--- config.mk ---
export PLATFORM = sky130hd
export DESIGN_NAME = crsf_telemetry_frame_scheduler_core
export DESIGN_NICKNAME = d
export VERILOG_FILES = /design/src/rtl/crsf_pkg.sv /design/src/rtl/crsf_mul.sv /design/src/rtl/crsf_telemetry_frame_scheduler_core.sv
export SDC_FILE = /design/constraint.sdc
export NUM_CORES = 2
export LEC_CHECK = 0
export BUFFER_PORTS_ARGS = -buffer_cell sky130_fd_sc_hd__clkbuf_2
export CORE_MARGIN = 3
export CORE_UTILIZATION = 45
export CTS_CLUSTER_DIAMETER = 50
export DETAILED_ROUTE_END_ITERATION = 12
export PLACE_DENSITY_LB_ADDON = 0.05
export SYNTH_ARGS = -nofsm -noshare
export SYNTH_HDL_FRONTEND = slang
export SYNTH_SLANG_ARGS = --single-unit
--- constraint.sdc ---
create_clock -name i_clk -period 11.6 [get_ports i_clk]
set_input_delay 0.58 -clock i_clk [delete_from_list [all_inputs] [get_ports i_clk]]
set_output_delay 0.58 -clock i_clk [all_outputs]
set_load 0.03 [all_outputs]
--- src/rtl/crsf_pkg.sv ---
// ----------------------------------------------------------------------------
// CRSF telemetry scheduler package
// Shared types, codes and constants for the frame scheduler core.
// ----------------------------------------------------------------------------
`default_nettype none

package crsf_pkg;

    localparam int unsigned FrameBufferBytesDef = 64;
    localparam int unsigned NumSensors = 15;
    localparam int unsigned NumKinds = 5;

    localparam logic [1:0] OP_STORE = 2'd0;
    localparam logic [1:0] OP_TICK  = 2'd1;
    localparam logic [1:0] OP_TAKEN = 2'd2;

    localparam logic [2:0] REG_DEST      = 3'd0;
    localparam logic [2:0] REG_BATT_INTV = 3'd1;
    localparam logic [2:0] REG_MODE_INTV = 3'd5;

    typedef struct packed {
        logic [1:0]  operation;
        logic [3:0]  sensor_select;
        logic signed [31:0] sensor_value;
        logic [31:0] now_ms;
    } t_in_item;

    typedef struct packed {
        logic [7:0] frame_byte;
        logic [2:0] frame_kind;
        logic       last_byte;
    } t_out_item;

    typedef enum logic [2:0] {
        ST_IDLE,
        ST_SCAN,
        ST_ENC,
        ST_EMIT,
        ST_CRC
    } t_state;

    // Frame type byte per kind.
    function automatic logic [7:0] kind_type(input logic [2:0] k);
        case (k)
            3'd0: kind_type = 8'h08;
            3'd1: kind_type = 8'h02;
            3'd2: kind_type = 8'h07;
            3'd3: kind_type = 8'h1E;
            default: kind_type = 8'h21;
        endcase
    endfunction

    function automatic logic [4:0] payload_len(input logic [2:0] k, input logic [2:0] m);
        case (k)
            3'd0: payload_len = 5'd8;
            3'd1: payload_len = 5'd15;
            3'd2: payload_len = 5'd2;
            3'd3: payload_len = 5'd6;
            default: begin
                case (m)
                    3'd0: payload_len = 5'd5;
                    3'd1: payload_len = 5'd6;
                    3'd2: payload_len = 5'd8;
                    3'd3: payload_len = 5'd4;
                    default: payload_len = 5'd8;
                endcase
            end
        endcase
    endfunction

    function automatic logic [7:0] mode_char(input logic [2:0] m, input logic [2:0] n);
        logic [63:0] s;
        case (m)
            3'd0: s = {"ACRO", 32'h0};
            3'd1: s = {"ANGLE", 24'h0};
            3'd2: s = {"HORIZON", 8'h0};
            3'd3: s = {"GPS", 40'h0};
            default: s = {"UNKNOWN", 8'h0};
        endcase
        mode_char = s[63 - 8*n -: 8];
    endfunction

    function automatic logic [7:0] crc_step(input logic [7:0] c, input logic [7:0] b);
        logic [7:0] x;
        x = c ^ b;
        for (int i = 0; i < 8; i++) begin
            x = x[7] ? ((x << 1) ^ 8'hD5) : (x << 1);
        end
        crc_step = x;
    endfunction

endpackage

`default_nettype wire

--- src/rtl/crsf_mul.sv ---
// ----------------------------------------------------------------------------
// CRSF shared multiplier
// Registered signed 33 x 25 multiply, used for every value scaling.
// ----------------------------------------------------------------------------
`default_nettype none

module crsf_mul (
    input  wire logic               i_clk,
    input  wire logic signed [32:0] i_a,
    input  wire logic signed [24:0] i_b,
    output      logic signed [57:0] o_p
);
    logic signed [57:0] r_p;

    always_ff @(posedge i_clk) begin
        r_p <= 58'(i_a) * 58'(i_b);
    end

    assign o_p = r_p;
endmodule

`default_nettype wire

--- src/rtl/crsf_telemetry_frame_scheduler_core.sv ---
// ----------------------------------------------------------------------------
// CRSF telemetry frame scheduler core
// Stores sensor values, schedules frame kinds by interval and emits encoded
// frames one byte per transaction with a running CRC-8.
// ----------------------------------------------------------------------------
// Channel | Direction | Payload
// in      | input     | t_in_item  (operation, sensor_select, value, now_ms)
// out     | output    | t_out_item (frame_byte, frame_kind, last_byte)
// cfg     | input     | index 0 address, 1..5 intervals
//
// Store and frame-taken transactions complete while idle. A tick scans the
// kinds in turn, issues each field of the due kind to the shared multiplier,
// waits while the last product lands, then emits the frame bytes.
// Reset is synchronous and restores the control, sensor, schedule and config
// registers, but not the frame buffer or output data. Input is not taken
// while a tick is in progress; output stalls hold the byte sequencer.
`default_nettype none

module crsf_telemetry_frame_scheduler_core #(
    parameter int unsigned FRAME_BUFFER_BYTES = crsf_pkg::FrameBufferBytesDef
) (
    input  wire logic               i_clk,
    input  wire logic               i_rst_n,
    input  wire logic               i_in_valid,
    output      logic               o_in_stall,
    input  wire crsf_pkg::t_in_item i_in_data,
    output      logic               o_out_valid,
    input  wire logic               i_out_stall,
    output      crsf_pkg::t_out_item o_out_data,
    input  wire logic               i_cfg_we,
    input  wire logic [2:0]         i_cfg_index,
    input  wire logic [15:0]        i_cfg_data
);
    import crsf_pkg::*;

    t_state r_state, n_state;
    logic [31:0] r_sens [NumSensors];
    logic [31:0] r_last [NumKinds];
    logic [15:0] r_intv [NumKinds];
    logic [7:0]  r_dest;
    logic        r_pend;
    logic [31:0] r_now;
    logic [2:0]  r_kind;
    logic [3:0]  r_fld;
    logic [7:0]  r_buf [19];
    logic [4:0]  r_eidx;
    logic [4:0]  r_tot;
    logic [7:0]  r_crc;
    logic        r_ov;
    logic [7:0]  r_ob;
    logic        r_ol;
    logic [5:0]  r_hmod;
    logic [3:0]  r_psel;
    logic        r_pv;

    logic        acc;
    logic [31:0] diff;
    logic        due;
    logic [2:0]  mcode;
    logic [4:0]  plen;
    logic signed [32:0] ma;
    logic signed [24:0] mb;
    logic signed [57:0] mp;
    logic [3:0]  sidx;
    logic        fld_done;
    logic        out_free;
    logic [13:0] hu;
    logic [27:0] hq;
    logic [13:0] hr;

    assign acc = i_in_valid && !o_in_stall;
    assign out_free = !r_ov || !i_out_stall;
    assign o_in_stall = (r_state != ST_IDLE);
    assign o_out_valid = r_ov;
    assign o_out_data = '{frame_byte: r_ob, frame_kind: r_kind, last_byte: r_ol};

    assign diff = r_now - r_last[r_kind];
    assign due = diff >= {16'd0, r_intv[r_kind]};

    // Heading in 2^19 units (8 deg) modulo 45 (360 deg = 45 * 2^19 in Q16.16), by
    // reciprocal multiplication on the offset upper bits at store time.
    assign hu = {i_in_data.sensor_value[31], i_in_data.sensor_value[31:19]} + 14'd4140;
    assign hq = hu * 14'd11651;
    assign hr = hu - ({5'd0, hq[27:19]} * 14'd45);

    always_comb begin
        logic signed [31:0] m;
        m = signed'(r_sens[14]);
        mcode = (m < 0 || m > 3) ? 3'd4 : m[2:0];
    end
    assign plen = payload_len(r_kind, mcode);

    // Field sequencing: select multiplier operands per (kind, field).
    always_comb begin
        logic signed [32:0] v;
        sidx = 4'd0;
        ma = '0;
        mb = 25'sd1;
        fld_done = 1'b0;
        case (r_kind)
            3'd0: begin sidx = r_fld; fld_done = (r_fld == 4'd3); end
            3'd1: begin sidx = 4'd4 + r_fld; fld_done = (r_fld == 4'd5); end
            3'd2: begin sidx = 4'd10; fld_done = 1'b1; end
            3'd3: begin sidx = 4'd11 + r_fld; fld_done = (r_fld == 4'd2); end
            default: begin sidx = 4'd14; fld_done = 1'b1; end
        endcase
        v = 33'(signed'(r_sens[sidx]));
        case (sidx)
            4'd0, 4'd1: begin ma = (v < 0) ? '0 : v; mb = 25'sd10; end
            4'd4, 4'd5: begin
                ma = (v < -33'sd11796480) ? -33'sd11796480 :
                     (v > 33'sd11796480) ? 33'sd11796480 : v;
                mb = 25'sd10000000;
            end
            4'd6: begin ma = (v < 0) ? '0 : v; mb = 25'sd36; end
            4'd7: begin ma = signed'({8'd0, r_hmod, r_sens[7][18:0]}); mb = 25'sd100; end
            4'd10: begin ma = v; mb = 25'sd100; end
            4'd11, 4'd12, 4'd13: begin ma = v; mb = 25'sd11438190; end
            default: begin ma = v; mb = 25'sd1; end
        endcase
    end

    crsf_mul u_mul (.i_clk(i_clk), .i_a(ma), .i_b(mb), .o_p(mp));

    function automatic logic signed [57:0] tdiv(input logic signed [57:0] p, input int sh);
        logic signed [57:0] q;
        q = p >>> sh;
        if (p < 0 && (p & ((58'sd1 <<< sh) - 1)) != 0) q = q + 1;
        return q;
    endfunction

    function automatic logic signed [57:0] clampv(input logic signed [57:0] x,
                                                   input logic signed [57:0] lo,
                                                   input logic signed [57:0] hi);
        return (x < lo) ? lo : ((x > hi) ? hi : x);
    endfunction

    always_comb begin
        n_state = r_state;
        case (r_state)
            ST_IDLE: if (acc && i_in_data.operation == OP_TICK && !r_pend) n_state = ST_SCAN;
            ST_SCAN: begin
                if (due && (32'(plen) + 32'd4 <= 32'(FRAME_BUFFER_BYTES))) n_state = ST_ENC;
                else if (r_kind == 3'd4) n_state = ST_IDLE;
            end
            ST_ENC: if (fld_done) n_state = ST_CRC;
            ST_CRC: if (!r_pv) n_state = ST_EMIT;
            ST_EMIT: if (out_free && r_eidx == r_tot) n_state = ST_IDLE;
            default: n_state = ST_IDLE;
        endcase
    end

    always_ff @(posedge i_clk) begin
        logic signed [57:0] q;
        if (!i_rst_n) begin
            r_state <= ST_IDLE;
            for (int i = 0; i < NumSensors; i++) r_sens[i] <= '0;
            for (int i = 0; i < NumKinds; i++) r_last[i] <= '0;
            r_intv[0] <= 16'd1000; r_intv[1] <= 16'd1000; r_intv[2] <= 16'd200;
            r_intv[3] <= 16'd100;  r_intv[4] <= 16'd1000;
            r_dest <= 8'd200;
            r_pend <= 1'b0;
            r_ov <= 1'b0;
            r_pv <= 1'b0;
            r_crc <= '0;
            r_kind <= '0;
            r_hmod <= '0;
            r_eidx <= '0;
        end else begin
            r_state <= n_state;
            if (i_cfg_we) begin
                if (i_cfg_index == REG_DEST) r_dest <= i_cfg_data[7:0];
                else if (i_cfg_index <= REG_MODE_INTV)
                    r_intv[i_cfg_index - REG_BATT_INTV] <= i_cfg_data;
            end
            r_pv <= (r_state == ST_ENC);
            case (r_state)
                ST_IDLE: if (acc) begin
                    if (i_in_data.operation == OP_STORE && i_in_data.sensor_select != 4'd15) begin
                        r_sens[i_in_data.sensor_select] <= i_in_data.sensor_value;
                        if (i_in_data.sensor_select == 4'd7) r_hmod <= hr[5:0];
                    end
                    if (i_in_data.operation == OP_TAKEN) r_pend <= 1'b0;
                    r_now <= i_in_data.now_ms;
                    r_kind <= '0;
                    r_fld <= '0;
                end
                ST_SCAN: begin
                    r_fld <= '0;
                    if (due && (32'(plen) + 32'd4 <= 32'(FRAME_BUFFER_BYTES))) begin
                        r_buf[0] <= {3'd0, plen} + 8'd2;
                        r_buf[1] <= kind_type(r_kind);
                        r_tot <= plen + 5'd4;
                        r_last[r_kind] <= r_now;
                        r_pend <= 1'b1;
                        r_crc <= crc_step(8'd0, kind_type(r_kind));
                        if (r_kind == 3'd4)
                            for (int n = 0; n < 8; n++)
                                r_buf[2 + n] <= mode_char(mcode, 3'(n));
                    end else if (r_kind != 3'd4) begin
                        r_kind <= r_kind + 3'd1;
                    end
                end
                ST_ENC: begin
                    r_psel <= sidx;
                    r_fld <= r_fld + 4'd1;
                end
                ST_CRC: r_eidx <= '0;
                ST_EMIT: if (out_free && r_eidx != r_tot) begin
                    r_ob <= (r_eidx == 5'd0) ? r_dest :
                            (r_eidx == r_tot - 5'd1) ? r_crc : r_buf[r_eidx - 5'd1];
                    r_ol <= (r_eidx == r_tot - 5'd1);
                    if (r_eidx >= 5'd2 && r_eidx < r_tot - 5'd2)
                        r_crc <= crc_step(r_crc, r_buf[r_eidx]);
                    r_eidx <= r_eidx + 5'd1;
                end
                default: ;
            endcase
            if (r_state == ST_EMIT && out_free && r_eidx != r_tot) r_ov <= 1'b1;
            else if (!i_out_stall) r_ov <= 1'b0;
            if (r_pv) begin
                case (r_psel)
                    4'd0, 4'd1: begin
                        q = clampv(tdiv(mp, 16), 0, 65535);
                        r_buf[2 + 2*r_psel] <= q[15:8]; r_buf[3 + 2*r_psel] <= q[7:0];
                    end
                    4'd2: begin
                        q = clampv(tdiv(mp, 16), 0, 16777215);
                        if (mp < 0) q = 0;
                        r_buf[6] <= q[23:16]; r_buf[7] <= q[15:8]; r_buf[8] <= q[7:0];
                    end
                    4'd3: r_buf[9] <= 8'(clampv(mp, 0, 100));
                    4'd4, 4'd5: begin
                        q = tdiv(mp, 16);
                        r_buf[2 + 4*(r_psel-4)] <= q[31:24];
                        r_buf[3 + 4*(r_psel-4)] <= q[23:16];
                        r_buf[4 + 4*(r_psel-4)] <= q[15:8];
                        r_buf[5 + 4*(r_psel-4)] <= q[7:0];
                    end
                    4'd6, 4'd7: begin
                        q = clampv(tdiv(mp, 16), 0, 65535);
                        r_buf[10 + 2*(r_psel-6)] <= q[15:8];
                        r_buf[11 + 2*(r_psel-6)] <= q[7:0];
                    end
                    4'd8: begin
                        q = mp + 58'sd65536000;
                        q = (q < 0) ? 58'sd0 : clampv(q >>> 16, 0, 65535);
                        r_buf[14] <= q[15:8]; r_buf[15] <= q[7:0];
                    end
                    4'd9: r_buf[16] <= 8'(clampv(mp, 0, 255));
                    4'd10: begin
                        q = clampv(tdiv(mp, 16), -32768, 32767);
                        r_buf[2] <= q[15:8]; r_buf[3] <= q[7:0];
                    end
                    4'd11, 4'd12, 4'd13: begin
                        q = clampv(tdiv(mp, 32), -32768, 32767);
                        r_buf[2 + 2*(r_psel-11)] <= q[15:8];
                        r_buf[3 + 2*(r_psel-11)] <= q[7:0];
                    end
                    default: ;
                endcase
            end
        end
    end

    assert property (@(posedge i_clk) disable iff (!i_rst_n)
        (o_out_valid && o_out_data.last_byte) |-> r_pend)
        else $error("last byte without pending frame");
    assert property (@(posedge i_clk) disable iff (!i_rst_n)
        (r_state == ST_EMIT) |-> (r_tot >= 5'd6))
        else $error("frame too short");
    assert property (@(posedge i_clk) disable iff (!i_rst_n)
        (o_out_valid && i_out_stall) |=> o_out_valid)
        else $error("output dropped under stall");
endmodule

`default_nettype wire

Word-level counts from Yosys, hierarchy flattened
Memories as Yosys holds them, arrays and structs flattened. A register that Yosys moved wholly into a read port is not among the register bits.
Index checks and enable logic that the tools add are counted.
{"block": "op_classes", "shift": 0, "magnitude_cmp": 26, "eq_ne": 57, "n_div": 0, "bitwise_logic": 23, "reduce_logical": 66, "add_sub_neg": 31, "n_mul": 3, "mux": 207}
{"cell": "2-to-1 mux 58 bit", "count": 17}
{"cell": "2-to-1 mux 8 bit", "count": 43}
{"cell": "less-than comparator 58 x 1 -> 1 bit, second input constant", "count": 5}
{"cell": "2-to-1 mux 64 bit", "count": 4}
{"cell": "one-hot mux 61 bit (4 select lines)", "count": 1}
{"cell": "2-to-1 mux 16 bit", "count": 12}
{"cell": "2-to-1 mux 32 bit", "count": 5}
{"cell": "2-to-1 mux 24 bit", "count": 6}
{"cell": "one-hot mux 24 bit (5 select lines)", "count": 1}
{"cell": "greater-than comparator 58 x 16 -> 1 bit, second input constant", "count": 2}
{"cell": "greater-than comparator 58 x 17 -> 1 bit, second input constant", "count": 2}
{"cell": "less-than comparator 58 x 16 -> 1 bit, second input constant", "count": 2}
{"cell": "nonzero test 58 bit", "count": 2}
{"cell": "2-to-1 mux 33 bit", "count": 3}
{"cell": "one-hot mux 33 bit (3 select lines)", "count": 1}
{"cell": "inverter 5 bit", "count": 16}
{"cell": "2-to-1 mux 1 bit", "count": 73}
{"cell": "OR reduction 8 bit", "count": 9}
{"cell": "less-than comparator 32 x 1 -> 1 bit, second input constant", "count": 2}
{"cell": "OR reduction 32 bit", "count": 2}
{"cell": "2-to-1 mux 5 bit", "count": 12}
{"cell": "adder 58 x 27 -> 58 bit, second input constant", "count": 1}
{"cell": "greater-than comparator 58 x 25 -> 1 bit, second input constant", "count": 1}
{"cell": "greater-than comparator 58 x 8 -> 1 bit, second input constant", "count": 1}
{"cell": "81 further kinds", "count": 190}
{"block": "word_totals", "latchBits": 0, "output_inout_bits": 14, "reg_bits": 148, "inputBits": 94, "n_memories": 4, "wordCells": 433, "mem_bits_ro": 0, "ram_bits": 872}
{"name": "r_sens", "words": 15, "word_bits": 32, "read_ports": 3, "rd_ports_with_merged_regs": 0, "wr": 15, "line_no": "crsf_telemetry_frame_scheduler_core.sv:37", "source": "logic [31:0] r_sens [NumSensors];"}
{"name": "r_last", "words": 5, "word_bits": 32, "read_ports": 1, "rd_ports_with_merged_regs": 1, "wr": 5, "line_no": "crsf_telemetry_frame_scheduler_core.sv:38", "source": "logic [31:0] r_last [NumKinds];"}
{"name": "r_buf", "words": 19, "word_bits": 8, "read_ports": 2, "rd_ports_with_merged_regs": 1, "wr": 14, "line_no": "crsf_telemetry_frame_scheduler_core.sv:45", "source": "logic [7:0] r_buf [19];"}
{"name": "r_intv", "words": 5, "word_bits": 16, "read_ports": 1, "rd_ports_with_merged_regs": 1, "wr": 5, "line_no": "crsf_telemetry_frame_scheduler_core.sv:39", "source": "logic [15:0] r_intv [NumKinds];"}

Longest topological paths before layout
An unclocked memory read counts as a cell.
{"block": "depth", "ltp_word": 31, "ltp_mapped": 45}

Cells and area by module
Synthesis repeated with hierarchy kept, for this count alone.
{"block": "hier_totals", "hier_cells": 9030, "hier_area_um2": 99111.3}
{"module": "crsf_telemetry_frame_scheduler_core", "area_each_um2": 69016.2, "cells_per_inst": 5806, "seq_area_each_um2": 37095.6, "instances": 1}
{"module": "crsf_mul", "area_each_um2": 30095.1, "cells_per_inst": 3224, "seq_area_each_um2": 1161.1, "instances": 1}

Worst setup path after synthesis
No wires, ideal clock.
{"block": "synth_path", "path_type": "reg2reg", "from": "register r_kind[1]", "to": "register u_mul.r_p[51] (netlist: u_mul.o_p[51])", "period_less_slack_ns": 10.806, "path_stages_with_launch": 39, "setup_ns": 0.119, "setup_slack_ns": 0.794, "t_required_ns": 11.481, "arrival_time_ns": 10.687, "path_cell_list": "dfxtp_1 clkbuf_1 inv_1 ha_1 buf_2 or2_4 a221oi_4 buf_6 buf_2 mux4_2 mux2i_1 a22o_1 nand4b_1 o41a_1 or3_1 buf_2 buf_2 nor2_1 [3 not listed] fa_1 fa_1 inv_1 fa_1 fa_1 inv_1 fa_1 inv_1 ha_1 and3_1 or4b_2 a211oi_1 nor2_1 o21ai_0 o41ai_1 o2111ai_1 a21oi_1 xnor2_1"}
{"block": "synth_between", "elab_chain_len": 8, "word_cells_on_any_way": 30, "classes_between": "mul (1); order compare (3); eq/ne (12); mux (6); reduce/logical (7); memory (1)"}
{"item": "from (decl)", "line_no": "crsf_telemetry_frame_scheduler_core.sv:43", "source": "logic [2:0] r_kind;"}
{"item": "from (signal assigned)", "line_no": "crsf_telemetry_frame_scheduler_core.sv:201", "source": "r_kind <= r_kind + 3'd1;"}
{"item": "equality test 3 x 2 -> 1 bit, or another cell as far along", "line_no": "crsf_telemetry_frame_scheduler_core.sv:100", "source": "case (r_kind)"}
{"item": "one-hot mux 4 bit (4 select lines) (*)", "line_no": "crsf_telemetry_frame_scheduler_core.sv:100"}
{"item": "memory (15 x 32 bit)"}
{"item": "greater-than comparator 32 x 25 -> 1 bit", "line_no": "crsf_telemetry_frame_scheduler_core.sv:112", "source": "(v > 33'sd11796480) ? 33'sd11796480 : v;"}
{"item": "2-to-1 mux 33 bit", "line_no": "crsf_telemetry_frame_scheduler_core.sv:112"}
{"item": "2-to-1 mux 33 bit", "line_no": "crsf_telemetry_frame_scheduler_core.sv:111", "source": "ma = (v < -33'sd11796480) ? -33'sd11796480 :"}
{"item": "one-hot mux 33 bit (3 select lines)", "line_no": "crsf_telemetry_frame_scheduler_core.sv:108", "source": "case (sidx)"}
{"item": "multiplier 33 x 25 -> 58 bit (*)", "line_no": "crsf_mul.sv:16", "source": "r_p <= 58'(i_a) * 58'(i_b);"}
{"item": "to (signal assigned)", "line_no": "crsf_mul.sv:16"}
{"item": "to (decl)", "line_no": "crsf_mul.sv:13", "source": "logic signed [57:0] r_p;"}
Mark *: on every way between the ends. The rest lies on a longest branch, timed or not.
A chain may end at the register's enable or synchronous reset.

Worst setup path in the final report
{"block": "layout_path", "from": "register r_kind[1]", "to": "register u_mul.r_p[56] (netlist: u_mul.o_p[56])"}
The elaborated chain is that of the path after synthesis.

==> impl_metrics.py <==
metrics = {
    "route": {
        "drt-pass1-iter-count": 5,
        "met3_length_um": 22400,
        "wire_per_inst_um": 27.4,
        "vias": 64385,
        "drt-total-wl_um": 302000,
        "drc": 0,
        "antenna_left": 0,
        "routed.top_layer": "met4",
        "vias_per_cell": 5.83,
        "drt_iter0_drc": 6574,
        "wl_met1_um": 127000,
        "wl_met2_um": 142000,
    },
    "logic_synthesis": {
        "synth.distinct_cells": 113,
        "synthMuxAreaShare": 0.0796,
        "avgSynthCellArea_sq_um": 11.4,
        "synth-compound-area-share": 0.0808,
        "synth_xor_area_frac": 0.0231,
        "netlist_area_sq_um": 91500,
        "synth-simple-area-share": 0.136,
        "synth-edff-count": 1206,
        "synth-seq-area-share": 0.418,
        "ys_ff_latch": 1308,
        "synth_fa_ha_area_frac": 0.201,
        "yosysWarnings": 0,
        "synthArstFlopShare": 0,
        "synth_top_family_by_area": "adder cells",
        "syn_inst": 8049,
        "synth_top_flop_cell": "edfxtp_1",
    },
    "sta": {
        "max_freq_mhz": 89.3,
        "max_slew.worst_pin.slew_ns": 1.39,
        "slew_headroom": 0.0660,
        "setup-violations-final": 0,
        "min_period_ns": 11.20,
        "clock_skew_ns": 0.0478,
        "rsz0062_at_grt": "false",
        "worst_slack_ns": 0.399,
        "final.period_utilization": 0.966,
        "drv_slew": 0,
        "hold_violations": 0,
    },
    "critical_path": {
        "r2r-end": "u_mul.o_p[56]",
        "regToRegSetupSlack_ns": 0.40,
        "critPathLaunchType": "flop",
        "regToRegStartpoint": "r_kind[1]",
        "critPathBufInv": 11,
        "critPathRequiredTime_ns": 12.29,
        "path_class": "reg -> reg",
        "slowest_stage": "fa_1",
        "crit_path_max_fanout": 23,
        "max_stage_delay_ns": 0.54,
        "crit_path_end_kind": "flop",
        "r2r_cells": 40,
        "path_delay_family": "adder cells",
        "crit_arrival_ns": 11.89,
    },
    "place": {
        "hpwl_um": 217000,
        "port_buffers": 107,
        "dp_slack_ns": -0.364,
        "place_congestion": 0.939,
        "placedInstanceArea_sq_um": 96400,
    },
    "run_status": {
        "status": "finished clean",
    },
    "cts": {
        "cts.clk_slew.worst_paths_ns": 0.06,
        "clk_latency_ns": 0.84,
        "cts.htree.levels": 4,
        "cts_sinks": 1308,
        "cts_tree": "built",
        "root_buffer": "clkbuf_16",
        "numCtsBuffers": 163,
        "clock_path_buffers": 3,
    },
    "floorplanning": {
        "die-area_sq_um": 209000,
        "die_h_um": 457,
        "initial_core_util": 0.456,
        "chipWidth_um": 457,
        "ios": 108,
        "coreArea_sq_um": 201000,
        "num_rows": 164,
    },
    "layout": {
        "final_common_cell": "edfxtp_1",
        "areaGrowthSynthToFinish_pct": 11.8,
        "final_area_sq_um": 102000,
        "fin_nets": 9436,
        "drive_above_1_share": 0.129,
        "final_cell_mix": "edfxtp_1 (1,206), inv_1 (980), and2_1 (686)",
    },
    "hold_path": {
        "holdPathEnd": "r_intv[5][9]",
        "min_path_cells": 1,
        "holdCritStartpoint": "i_cfg_data[9]",
        "holdCritPathClass": "in -> reg",
    },
    "global_route": {
        "grt.total_usage": 0.290,
        "grt_pass1_wl_um": 449000,
        "grt_max_degree": 76,
        "grt_antenna_before_repair": 16,
        "grt_pass1_vias": 65980,
        "overflow": 0,
    },
    "job": {
        "cap_violations": 0,
    },
}
[state kept, by name, indices dropped and copies added, names as in the netlist, 3 cells and up, named ones only]
signal and flops:
r_dest 8, r_psel 4, r_crc 8, r_sens 512, r_last 256, r_kind 3
r_fld 4, u_mul.o_p 58, r_eidx 5, r_state 3, r_ob 8, r_hmod 6
r_intv 128, r_tot 5, r_buf 256, r_now 32
[cell usage after synthesis, drive strengths merged, types with 57 or more instances]
| cell | instances | share of area |
|---|---|---|
| a21o | 74 | 0.0061 |
| and2 | 688 | 0.047 |
| nor2 | 413 | 0.017 |
| nor4 | 64 | 0.0045 |
| nand2 | 574 | 0.024 |
| buf | 143 | 0.0089 |
| nand4 | 57 | 0.0039 |
| fa | 619 | 0.14 |
| nor3 | 140 | 0.0077 |
| a211oi | 74 | 0.0063 |
| xnor2 | 157 | 0.015 |
| mux4 | 244 | 0.060 |
| ha | 477 | 0.065 |
| nand3 | 237 | 0.013 |
| inv | 984 | 0.040 |
| dfxtp | 102 | 0.022 |
| mux2i | 165 | 0.018 |
| a21oi | 282 | 0.015 |
| and3 | 69 | 0.0047 |
| clkbuf | 304 | 0.012 |
| xor2 | 84 | 0.0080 |
| edfxtp | 1206 | 0.40 |
| o21ai | 224 | 0.012 |
[worst max path at each step]
stage                    from            end  slack [ns]  cells past startpoint
floorplan           r_kind[1]  u_mul.o_p[51]        0.79                     38
global placement    r_kind[1]  u_mul.o_p[37]       -0.16                     35
detailed placement  r_kind[1]  u_mul.o_p[37]       -0.36                     35
CTS                 r_kind[0]  u_mul.o_p[37]        0.06                     40
global route        r_kind[0]  u_mul.o_p[56]        0.03                     39
finish              r_kind[1]  u_mul.o_p[56]        0.40                     40
[area by class of cell]
| class | count | area (sq um) |
|---|---|---|
| Antenna cell | 6 | 15.0 |
| Clock buffer | 202 | 4270 |
| Clock inverter | 92 | 1090 |
| Fill cell | 17942 | 98600 |
| Inverter | 986 | 3710 |
| Multi-Input combinational cell | 5340 | 48200 |
| Sequential cell | 1308 | 38300 |
| Tap cell | 2656 | 3320 |
| Timing Repair Buffer | 447 | 3410 |
[logic make-up after synthesis]
group	count (synthesis)
simple gates	2433
buf+inv	1433
mux	420
flops	1308
xor+xnor	241
fa+ha+maj	1096
compound gates	1117
other cells	1
[per-layer routing]
layer  vias up  GRT usage
met5         -          0
met4         0     0.0907
met3       476     0.0452
li1      28520          -
met2      2668      0.470
met1     32721      0.402
[what timing repair did]
action                                 in CTS  in global routing
buffers inserted                            1                  0
setup endpoints to repair                  14                 26
hold buffers                               41                  0
pin swaps                                   1                  1
endpoints found under the hold margin      55                  0
gates resized for setup                     3                 29
[stage by stage]
stage | instances | hold WS [ns] | utilization | setup TNS (ns)
6_report | 11037 | 0.0763 | 0.509 | 0
5_1_grt | 11033 | 0.0419 | 0.509 | 0
4_1_cts | 11031 | 0.00857 | 0.509 | 0
3_5_place_dp | 10695 | 0.450 | 0.480 | -1.78
3_3_place_gp | 10695 | 0.446 | 0.480 | -0.429
2_1_floorplan | 8081 | 0.437 | - | 0
Power is not shown: default switching activity piles up to over one toggle a cycle in this logic, so the estimate is an artifact.
